==> src/rtl/ftfd_pkg.sv <==
// Shared constants and types for the tail-delimited float frame deframer.
package ftfd_pkg;

  localparam int FRAME_BYTES_DEF = 128;
  localparam int MAX_VALUES_DEF  = 16;

  localparam logic [7:0] TAIL_B0 = 8'h00;
  localparam logic [7:0] TAIL_B1 = 8'h00;
  localparam logic [7:0] TAIL_B2 = 8'h80;
  localparam logic [7:0] TAIL_B3 = 8'h7F;

  typedef enum logic [1:0] {
    S_IDLE,
    S_READ,
    S_OUT
  } ftfd_state_t;

endpackage

==> src/rtl/float_tail_frame_deframer_top.sv <==
// Top level of the tail-delimited float frame deframer.
//
// Bytes are taken one per cycle while no frame is being read out. When the last four bytes
// of a frame are 00 00 80 7F and the payload is a nonzero multiple of four bytes of at most
// MAX_VALUES words, each word is emitted little-endian, with last set on the final one; a bad
// frame or a byte arriving into a full buffer bumps dropped_count. Readout goes through the
// single read port of the frame buffer, one byte per cycle; each word is assembled in S_READ
// and then held in the output register in S_OUT while out_stall is high, and input is held
// off for the whole readout of a frame.
module float_tail_frame_deframer_top
  import ftfd_pkg::*;
#(
  parameter int FRAME_BYTES = FRAME_BYTES_DEF,
  parameter int MAX_VALUES  = MAX_VALUES_DEF
) (
  input  logic        clk,
  input  logic        rst,
  input  logic        in_valid,
  output logic        in_stall,
  input  logic [7:0]  rx_byte,
  output logic        out_valid,
  input  logic        out_stall,
  output logic [31:0] value_bits,
  output logic [3:0]  value_index,
  output logic        last,
  output logic [31:0] dropped_count
);

  localparam int AW = $clog2(FRAME_BYTES);
  localparam int LW = $clog2(FRAME_BYTES + 1);
  localparam int KW = $clog2(MAX_VALUES + 1);

  ftfd_state_t state, state_next;

  logic [LW-1:0] len;
  logic [31:0]   drop;
  logic [23:0]   hist;
  logic [KW-1:0] word_k;
  logic [KW-1:0] word_last;
  logic [2:0]    phase;
  logic [31:0]   acc;

  logic          in_acc;
  logic          full;
  logic [LW-1:0] len_new;
  logic          tail_hit;
  logic [LW-1:0] payload;
  logic [LW-3:0] payload_words;
  logic          frame_ok;
  logic [AW-1:0] wr_addr;
  logic [AW-1:0] rd_addr;
  logic [AW+KW+1:0] rd_addr_wide;
  logic [KW+3:0] index_wide;
  logic [7:0]    rd_data;

  assign in_acc = in_valid && !in_stall;
  assign full   = (len == LW'(FRAME_BYTES));

  // A full buffer restarts: the new byte goes to slot zero.
  assign wr_addr = full ? '0 : len[AW-1:0];
  assign len_new = full ? LW'(1) : len + LW'(1);

  assign tail_hit = (len_new >= LW'(4)) && (hist[23:16] == TAIL_B0) &&
                    (hist[15:8] == TAIL_B1) && (hist[7:0] == TAIL_B2) &&
                    (rx_byte == TAIL_B3);

  assign payload       = len_new - LW'(4);
  assign payload_words = payload[LW-1:2];
  assign frame_ok      = (payload != '0) && (payload[1:0] == 2'b00) &&
                         (32'(payload_words) <= 32'(MAX_VALUES));

  assign rd_addr_wide = {{AW{1'b0}}, word_k, phase[1:0]};
  assign rd_addr      = rd_addr_wide[AW-1:0];

  ftfd_buf #(
    .DEPTH (FRAME_BYTES)
  ) u_buf (
    .clk     (clk),
    .wr_en   (in_acc),
    .wr_addr (wr_addr),
    .wr_data (rx_byte),
    .rd_addr (rd_addr),
    .rd_data (rd_data)
  );

  // Next state
  always_comb begin
    state_next = state;
    unique case (state)
      S_IDLE: begin
        if (in_acc && tail_hit && frame_ok) begin
          state_next = S_READ;
        end
      end
      S_READ: begin
        if (phase == 3'd4) begin
          state_next = S_OUT;
        end
      end
      S_OUT: begin
        if (!out_stall) begin
          state_next = (word_k == word_last) ? S_IDLE : S_READ;
        end
      end
      default: state_next = S_IDLE;
    endcase
  end

  // Handshake outputs
  always_comb begin
    in_stall  = 1'b1;
    out_valid = 1'b0;
    unique case (state)
      S_IDLE:  in_stall  = 1'b0;
      S_READ:  in_stall  = 1'b1;
      S_OUT:   out_valid = 1'b1;
      default: in_stall  = 1'b1;
    endcase
  end

  always_ff @(posedge clk) begin
    if (rst) begin
      state <= S_IDLE;
      len   <= '0;
      drop  <= '0;
      phase <= '0;
    end else begin
      state <= state_next;
      if (in_acc) begin
        if (tail_hit) begin
          len <= '0;
          if (!frame_ok) begin
            drop <= drop + 32'd1;
          end
        end else begin
          len <= len_new;
          if (full) begin
            drop <= drop + 32'd1;
          end
        end
      end
      if (state == S_READ) begin
        phase <= (phase == 3'd4) ? 3'd0 : phase + 3'd1;
      end
    end
  end

  assign index_wide = {4'b0000, word_k};

  // Datapath registers
  always_ff @(posedge clk) begin
    if (in_acc) begin
      hist <= {hist[15:0], rx_byte};
    end
    if (state == S_IDLE) begin
      word_k    <= '0;
      word_last <= KW'(payload_words - 1'b1);
    end else if (state == S_OUT && !out_stall) begin
      word_k <= word_k + KW'(1);
    end
    if (state == S_READ && phase != 3'd0) begin
      acc <= {rd_data, acc[31:8]};
    end
    if (state == S_READ && phase == 3'd4) begin
      value_bits  <= {rd_data, acc[31:8]};
      value_index <= index_wide[3:0];
      last        <= (word_k == word_last);
    end
  end

  assign dropped_count = drop;

  a_no_input_during_output: assert property (@(posedge clk) disable iff (rst)
    out_valid |-> in_stall)
    else $error("input accepted while a word is pending");

  a_len_bound: assert property (@(posedge clk) disable iff (rst)
    len <= LW'(FRAME_BYTES))
    else $error("frame length beyond buffer");

  a_drop_quiet_in_readout: assert property (@(posedge clk) disable iff (rst)
    (state != S_IDLE) |=> $stable(drop))
    else $error("drop count moved during readout");

  a_readout_follows_phase: assert property (@(posedge clk) disable iff (rst)
    (state == S_READ && phase == 3'd4) |=> (state == S_OUT))
    else $error("assembled word not presented");

endmodule

==> src/rtl/ftfd_buf.sv <==
// Frame byte buffer: one write port, one read port with registered read data.
module ftfd_buf #(
  parameter int DEPTH = 128
) (
  input  logic                     clk,
  input  logic                     wr_en,
  input  logic [$clog2(DEPTH)-1:0] wr_addr,
  input  logic [7:0]               wr_data,
  input  logic [$clog2(DEPTH)-1:0] rd_addr,
  output logic [7:0]               rd_data
);

  logic [7:0] mem [DEPTH];

  always_ff @(posedge clk) begin
    if (wr_en) begin
      mem[wr_addr] <= wr_data;
    end
  end

  always_ff @(posedge clk) begin
    rd_data <= mem[rd_addr];
  end

endmodule

==> config.mk <==
export PLATFORM = sky130hd
export DESIGN_NAME = float_tail_frame_deframer_top
export DESIGN_NICKNAME = d
export VERILOG_FILES = /design/src/rtl/ftfd_pkg.sv /design/src/rtl/float_tail_frame_deframer_top.sv /design/src/rtl/ftfd_buf.sv
export SDC_FILE = /design/constraint.sdc
export NUM_CORES = 1
export LEC_CHECK = 0
export BUFFER_PORTS_ARGS = -buffer_cell sky130_fd_sc_hd__buf_2
export CORE_MARGIN = 10
export CORE_UTILIZATION = 34
export DETAILED_ROUTE_END_ITERATION = 8
export PLACE_DENSITY = 0.53
export SLEW_MARGIN = 10
export SYNTH_ARGS = -nofsm -noshare
export SYNTH_HDL_FRONTEND = slang
export SYNTH_SLANG_ARGS = --single-unit
==> constraint.sdc <==
create_clock -name clk -period 6.37 [get_ports clk]
set_input_delay 1.274 -clock clk [delete_from_list [all_inputs] [get_ports clk]]
set_output_delay 1.274 -clock clk [all_outputs]
set_load 0.02 [all_outputs]
==> results of run 1 <==
-- cell type report --
cell class              instances  area share
flip-flops and latches       1172       0.671
multi-input cells             796       0.199
clock buffers                 135      0.0580
well taps                    1755      0.0425
repair buffers                119      0.0149
clock inverters                80      0.0127
inverters                      31     0.00225
-- where the power goes --
group	total, mW	internal (mW)	leakage [nW]	switching (mW)
clock network	6.62	3.75	1.79	2.87
logic	0.214	0.0320	3.04	0.182
registers	8.46	8.45	10.5	0.0108
total	15.3	12.2	15.3	3.06
-- worst register-to-register path: stages (launching register included) --
cell and delay, ps:
sky130_fd_sc_hd__dfxtp_1 410, sky130_fd_sc_hd__inv_1 200, sky130_fd_sc_hd__ha_1 230, sky130_fd_sc_hd__nand4bb_4 140, sky130_fd_sc_hd__nor3_1 400, sky130_fd_sc_hd__nor2_1 180, sky130_fd_sc_hd__mux2i_1 320, sky130_fd_sc_hd__inv_1 210
sky130_fd_sc_hd__ha_1 310, sky130_fd_sc_hd__nor3b_1 160, sky130_fd_sc_hd__o211a_1 250, sky130_fd_sc_hd__or3_1 460, sky130_fd_sc_hd__a31oi_2 960, sky130_fd_sc_hd__a31o_2 290, sky130_fd_sc_hd__a21oi_1 80
-- registers in the layout, summed over array words and instances (netlist names) --
name           count
u_buf.mem       1024
last               1
acc               24
hist              24
word_k             5
phase              3
u_buf.rd_data      8
word_last          5
dropped_count     32
value_bits        32
value_index        4
len                8
state              2
-- routing by layer --
metal  track usage  vias to the layer above
li1              -                     9056
met1         0.201                    11600
met2         0.232                      701
met3        0.0275                      143
met4        0.0418                        6
met5             0                        -
-- stage by stage --
step	util	hold WS, ps
after floorplan	-	400
after global placement	0.363	402
after detailed placement	0.363	409
after CTS	0.391	425
after global routing	0.391	440
final	0.391	421
-- logic make-up (layout without fill, tap and decap cells) --
family	after synthesis	count (layout)	share of synthesized area
muxes	351	351	0.170
AOI/OAI and AO/OA	107	107	0.0168
buffers and inverters	143	365	0.0122
DFF	1172	1172	0.763
and+or+nand+nor	314	314	0.0325
xor gates and xnor gates	14	14	0.00270
adders and majority gates	10	10	0.00276
-- cell usage in the layout, fill, tap and decap left out, types with 5 or more instances in the layout --
master | synthesis | final
sky130_fd_sc_hd__clkinv_2 | 0 | 25
sky130_fd_sc_hd__inv_6 | 0 | 7
sky130_fd_sc_hd__clkbuf_16 | 0 | 116
sky130_fd_sc_hd__ha_1 | 10 | 10
sky130_fd_sc_hd__clkinv_1 | 1 | 34
sky130_fd_sc_hd__dfxtp_1 | 58 | 53
sky130_fd_sc_hd__inv_1 | 30 | 30
sky130_fd_sc_hd__nand4_1 | 20 | 20
sky130_fd_sc_hd__clkbuf_1 | 72 | 17
sky130_fd_sc_hd__and2_1 | 6 | 6
sky130_fd_sc_hd__xnor2_1 | 10 | 10
sky130_fd_sc_hd__and3_1 | 10 | 10
sky130_fd_sc_hd__nor4_1 | 8 | 8
sky130_fd_sc_hd__o21a_1 | 9 | 9
sky130_fd_sc_hd__nand3_1 | 25 | 25
sky130_fd_sc_hd__nor3_1 | 12 | 12
sky130_fd_sc_hd__nor2_1 | 157 | 156
sky130_fd_sc_hd__edfxtp_1 | 1114 | 1114
sky130_fd_sc_hd__nand2_1 | 43 | 41
sky130_fd_sc_hd__bufinv_16 | 0 | 10
sky130_fd_sc_hd__nor2b_1 | 5 | 5
sky130_fd_sc_hd__buf_12 | 0 | 5
sky130_fd_sc_hd__a22o_1 | 6 | 6
sky130_fd_sc_hd__a21oi_1 | 39 | 38
sky130_fd_sc_hd__buf_2 | 6 | 74
sky130_fd_sc_hd__mux2_2 | 11 | 11
sky130_fd_sc_hd__a21o_1 | 6 | 6
sky130_fd_sc_hd__buf_4 | 0 | 40
sky130_fd_sc_hd__o21ai_0 | 12 | 12
sky130_fd_sc_hd__or3_1 | 9 | 9
sky130_fd_sc_hd__mux4_2 | 336 | 336
sky130_fd_sc_hd__a31o_2 | 12 | 12
-- worst max-delay path by stage --
stage	from	end	slack, ps	cells past startpoint
floorplan	rx_byte[6]	dropped_count[28]$_SDFFE_PP0P_	2710	9
global placement	rx_byte[0]	dropped_count[6]$_SDFFE_PP0P_	1260	9
global route	len[0]$_SDFFE_PP0P_	dropped_count[7]$_SDFFE_PP0P_	1220	14
CTS	len[0]$_SDFFE_PP0P_	dropped_count[7]$_SDFFE_PP0P_	1690	14
finish	len[0]$_SDFFE_PP0P_	dropped_count[7]$_SDFFE_PP0P_	1610	14
detailed placement	rx_byte[0]	dropped_count[12]$_SDFFE_PP0P_	1140	9
==> flow_summary.toml, run 1 <==
[yosys]
synth.ff_latch_count = 1172
top_count_cell_post_synth = "sky130_fd_sc_hd__edfxtp_1"
ys_top_cells_by_area = "sky130_fd_sc_hd__edfxtp_1, sky130_fd_sc_hd__mux4_2, sky130_fd_sc_hd__dfxtp_1, sky130_fd_sc_hd__nor2_1, sky130_fd_sc_hd__clkbuf_1"
netlist_area_um2 = 45400
yosysTopAreaCellShare = 0.737
synth_nets = 2133
synth-async-reset-ratio = 0
synth.avg_cell_area_um2 = 21.5
synth.largest_area_cell = "sky130_fd_sc_hd__edfxtp_1"
synthDistinctLibCells = 59
netlist_top_cells_count = "sky130_fd_sc_hd__edfxtp_1, sky130_fd_sc_hd__mux4_2, sky130_fd_sc_hd__nor2_1"
synth_top_flop_cell = "sky130_fd_sc_hd__edfxtp_1"
synthCells = 2111
seq_area_frac_synth = 0.763
synth_enable_flop_cells = 1114
yosys_warn_count = 0

[global_routing]
grt_overflow_total = 0
global_route_usage_sum = 0.145
grt_max_degree = 90
grt_pass1_vias = 22100
initial_antenna_violation_count = 8
grt_pass1_wl_um = 158000

[timing]
fin_tns_setup_ps = 0
final_min_period_over_clock_period = 0.748
setup_ws_ps = 1610
fmax_mhz = 210
report.final.slew_viol_count = 0
grt_setup_unrepaired = "no"
transition_time_at_the_pin_with_the_least_slew_margin_ps = 1140
post-route-min-period_ps = 4760
clock-skew-final_ps = 26.2
relSlewSlack = 0.240
final_hold_fails = 0
final-setup-viol-count = 0

[drt]
total_number_of_vias = 21500
initialDrtViolationCount = 2289
route.detailed.drc = 0
met2RoutedLength_um = 52400
route.met3.wl_um = 7010
drt_first_pass_iters = 5
drt_wl_total_um = 108000
post_drt_wl_per_cell_um = 26.5
top_layer = "met5"
postRouteAntennaNets = 0
wl_met1_um = 46600
drt-vias-per-instance = 5.25

[cts]
clk_transition_reported_paths_ps = 60
cts_tree = "yes"
cts_post_setup_buffers_inserted = 0
cts_made_buffers = 115
clock_tree.htree_level_count = 3
clock-root-buffer = "sky130_fd_sc_hd__clkbuf_16"
clock_tree.buffer_depth = 3
cts_resized = 0
cts.hold.buffers_added = 0
worstSkewPairLatency_ps = 720
cts_sinks = 1172

[worst_setup_path]
timing.reg2reg.worst_path_depth = 14
critical_path.max_fanout = 24
r2r_setup_slack_ps = 1610
setup.worst_path.end_class = "flip-flop"
path_buf_inv = 2
critPathTopFamily = "compound AO/OA/AOI/OAI gates"
crit-reg2reg-launch = "len[0]$_SDFFE_PP0P_"
reg2reg_to = "dropped_count[7]$_SDFFE_PP0P_"
crit_required_ps = 6920
worst_setup_path_start_kind = "flip-flop"
crit_path_max_incr_delay_ps = 960
crit_path_cell_chain = "inv_1 -> ha_1 -> nand4bb_4 -> nor3_1 -> nor2_1 -> mux2i_1 -> inv_1 -> ha_1 -> nor3b_1 -> o211a_1 -> or3_1 -> a31oi_2 -> a31o_2 -> a21oi_1"
slowest_stage = "sky130_fd_sc_hd__a31oi_2"
cp_data_arrival_time_ps = 5310
critical_path_class = "reg2reg"

[job]
max-cap-violations = 0

[floorplan]
core-area_um2 = 132000
dieWidth_um = 385
die_area_um2 = 148000
core.rowCount = 133
io-pin-count = 83
start_util = 0.344
die_y_um = 385

[place]
dp.cells = 3873
placedInstanceArea_um2 = 48000
place_hpwl_um = 65200
final_weighted_congestion_in_routability_driven_placement = 0.757
io_buffers = 82
setup_slack_after_placement_ps = 1140

[power]
peak_supply_drop_v = 0.000240
leakagePower_nw = 15.3
powerDensity_nw_per_um2 = 296
design_power_total_mw = 15.3

[layout]
layout.area.seq_um2 = 34600
nets = 2257
n_antenna_cell = 0
layoutNonFillerInstCount = 4088
area_delta_synth_final_pct = 13.7
layout-drive-gt1-share = 0.284
nFillCells = 11600
area_taken_by_multi_input_logic_gates_um2 = 10200
final_area_um2 = 51600

[worst_hold_path]
whs_path_depth = 0
holdCritStartpoint = "acc[11]$_DFFE_PP_"
min_delay_worst_endpoint = "value_bits[3]$_DFFE_PP_"
holdCritPathClass = "reg2reg"

[outcome]
run_status = "complete, no violations"
(Power assumes the default switching activity.)
==> run 2, diff against run 1 <==
Settings changed: PLACE_DENSITY 0.53 to 0.55.
Clock period 6.37 ns to 3.9 ns, I/O delays scaled along.
==> run 2 against run 1 <==
Effect of this change: sequential power increased by 63%; global-route usage down 0.21 points; cell count grew 2.1%; die area is the same; critical endpoint is now dropped_count[18]$_SDFFE_PP0P_.
==> flow_summary.toml, run 2 (synthesis gave the netlist of run 1 again) <==
[worst_setup_path]
crit_path_max_incr_delay_ps = 460
critPathTopFamily = "simple AND/OR/NAND/NOR gates"
critical_path_class = "reg2reg"
setup.worst_path.end_class = "flip-flop"
path_buf_inv = 3
crit_path_cell_chain = "inv_1 -> ha_1 -> nand4bb_4 -> nor3_1 -> nor2_1 -> mux2i_2 -> inv_1 -> ha_1 -> nor3b_1 -> o211a_1 -> or3_1 -> a311oi_4 -> buf_12 -> a31o_2 -> a21oi_1"
crit_required_ps = 4480
slowest_stage = "sky130_fd_sc_hd__or3_1"
crit-reg2reg-launch = "len[0]$_SDFFE_PP0P_"
reg2reg_to = "dropped_count[18]$_SDFFE_PP0P_"
timing.reg2reg.worst_path_depth = 15
cp_data_arrival_time_ps = 4210
critical_path.max_fanout = 17
worst_setup_path_start_kind = "flip-flop"
r2r_setup_slack_ps = 270

[worst_hold_path]
min_delay_worst_endpoint = "state[1]$_SDFFE_PP0P_"
whs_path_depth = 3
holdCritPathClass = "in2reg"
holdCritStartpoint = "out_stall"

[cts]
clock-root-buffer = "sky130_fd_sc_hd__clkbuf_16"
cts_made_buffers = 114
cts_tree = "yes"
worstSkewPairLatency_ps = 730
cts_sinks = 1172
clock_tree.buffer_depth = 3
clk_transition_reported_paths_ps = 60
clock_tree.htree_level_count = 3
cts.hold.buffers_added = 0

[timing]
grt_setup_unrepaired = "no"
post-route-min-period_ps = 3630
fin_tns_setup_ps = 0
final-setup-viol-count = 0
relSlewSlack = 0.269
transition_time_at_the_pin_with_the_least_slew_margin_ps = 1100
final_min_period_over_clock_period = 0.930
clock-skew-final_ps = 36.2
final_hold_fails = 0
fmax_mhz = 276
report.final.slew_viol_count = 0
finalHoldWorstSlack_ps = 398

[floorplan]
io-pin-count = 83
dieWidth_um = 385
start_util = 0.344
die_y_um = 385
core.rowCount = 133
core-area_um2 = 132000
die_area_um2 = 148000

[power]
leakagePower_nw = 16.0
peak_supply_drop_v = 0.000333
powerDensity_nw_per_um2 = 484

[place]
io_buffers = 82
placedInstanceArea_um2 = 48800
dp.cells = 3959
final_weighted_congestion_in_routability_driven_placement = 0.793
place_hpwl_um = 66100

[drt]
drt-vias-per-instance = 5.18
drt_first_pass_iters = 5
initialDrtViolationCount = 2108
post_drt_wl_per_cell_um = 25.6
total_number_of_vias = 21600
route.detailed.drc = 0
drt_wl_total_um = 107000
postRouteAntennaNets = 0

[layout]
nFillCells = 11600
layout_commonest_cell = "sky130_fd_sc_hd__edfxtp_1"
layoutNonFillerInstCount = 4175
largest-register = "u_buf.mem"
area_delta_synth_final_pct = 16.1
layout-drive-gt1-share = 0.312
nets = 2342
most_used_cells_in_the_layout_excluding_fill_and_tap_cells = "sky130_fd_sc_hd__edfxtp_1, sky130_fd_sc_hd__mux4_2, sky130_fd_sc_hd__nor2_1"
final_area_um2 = 52700
largest_register_ffs = 1024

[global_routing]
initial_antenna_violation_count = 5
grt_max_degree = 89
grt_pass1_wl_um = 157000
grt_overflow_total = 0
global_route_usage_sum = 0.143
grt_pass1_vias = 22300

[outcome]
run_status = "complete, no violations"

[job]
max-cap-violations = 0
[run 2: layout make-up]
| class | instances | area, um2 | share of cell area |
|---|---|---|---|
| clock buffers | 132 | 2960 | 0.0562 |
| repair buffers | 205 | 1590 | 0.0302 |
| inverters | 31 | 116 | 0.00221 |
| diodes | 2 | 5.00 | 0.0000950 |
| clock inverters | 82 | 927 | 0.0176 |
| well taps | 1755 | 2200 | 0.0417 |
| multi-input cells | 796 | 10200 | 0.194 |
| flip-flops and latches | 1172 | 34600 | 0.658 |
[run 2: timing repair]
action / 4_1_cts / 5_1_grt
gates resized for setup: 0 / 1
buffers inserted: 0 / 0
endpoints found under the setup margin: 0 / 17
endpoints found under the hold margin: 0 / 0
[run 2: tightest hold or removal path, cell delays in order]
cell and delay [ps]:
sky130_fd_sc_hd__buf_2 140, sky130_fd_sc_hd__a21oi_1 80, sky130_fd_sc_hd__nor2_1 80
[run 2: routing by layer]
metal / routed length, um / track usage / share of wire / vias to the layer above
met5: 0 / 0 / 0 / -
met4: 2150 / 0.0370 / 0.020 / 0
met3: 6600 / 0.0255 / 0.062 / 129
met2: 51800 / 0.231 / 0.48 / 672
met1: 46400 / 0.198 / 0.43 / 11600
li1: - / - / - / 9236
[run 2: where the power goes]
group | internal (mW) | switching [mW] | total [mW]
logic | 0.0593 | 0.303 | 0.363
clock network | 6.63 | 4.71 | 11.3
registers | 13.8 | 0.0150 | 13.8
total | 20.5 | 5.03 | 25.5
[run 2: worst max path at each step]
stage               slack, ps                 from                              to  depth (start not counted)
CTS                       240  len[0]$_SDFFE_PP0P_  dropped_count[22]$_SDFFE_PP0P_                         15
finish                    270  len[0]$_SDFFE_PP0P_  dropped_count[18]$_SDFFE_PP0P_                         15
floorplan                 240  len[0]$_SDFFE_PP0P_  dropped_count[28]$_SDFFE_PP0P_                         17
global placement          180           rx_byte[0]  dropped_count[31]$_SDFFE_PP0P_                         11
detailed placement        170           rx_byte[0]  dropped_count[31]$_SDFFE_PP0P_                         11
global route               10  len[0]$_SDFFE_PP0P_  dropped_count[16]$_SDFFE_PP0P_                         15
[run 2: per-stage QoR]
stage | total power, mW | setup WS [ps] | utilization
after CTS | 25.8 | 245 | 0.399
after global routing | 26.3 | 11.6 | 0.399
final | 25.5 | 271 | 0.399
after detailed placement | 14.5 | 168 | 0.370
after global placement | 14.4 | 181 | 0.370
after floorplan | 14.2 | 240 | -
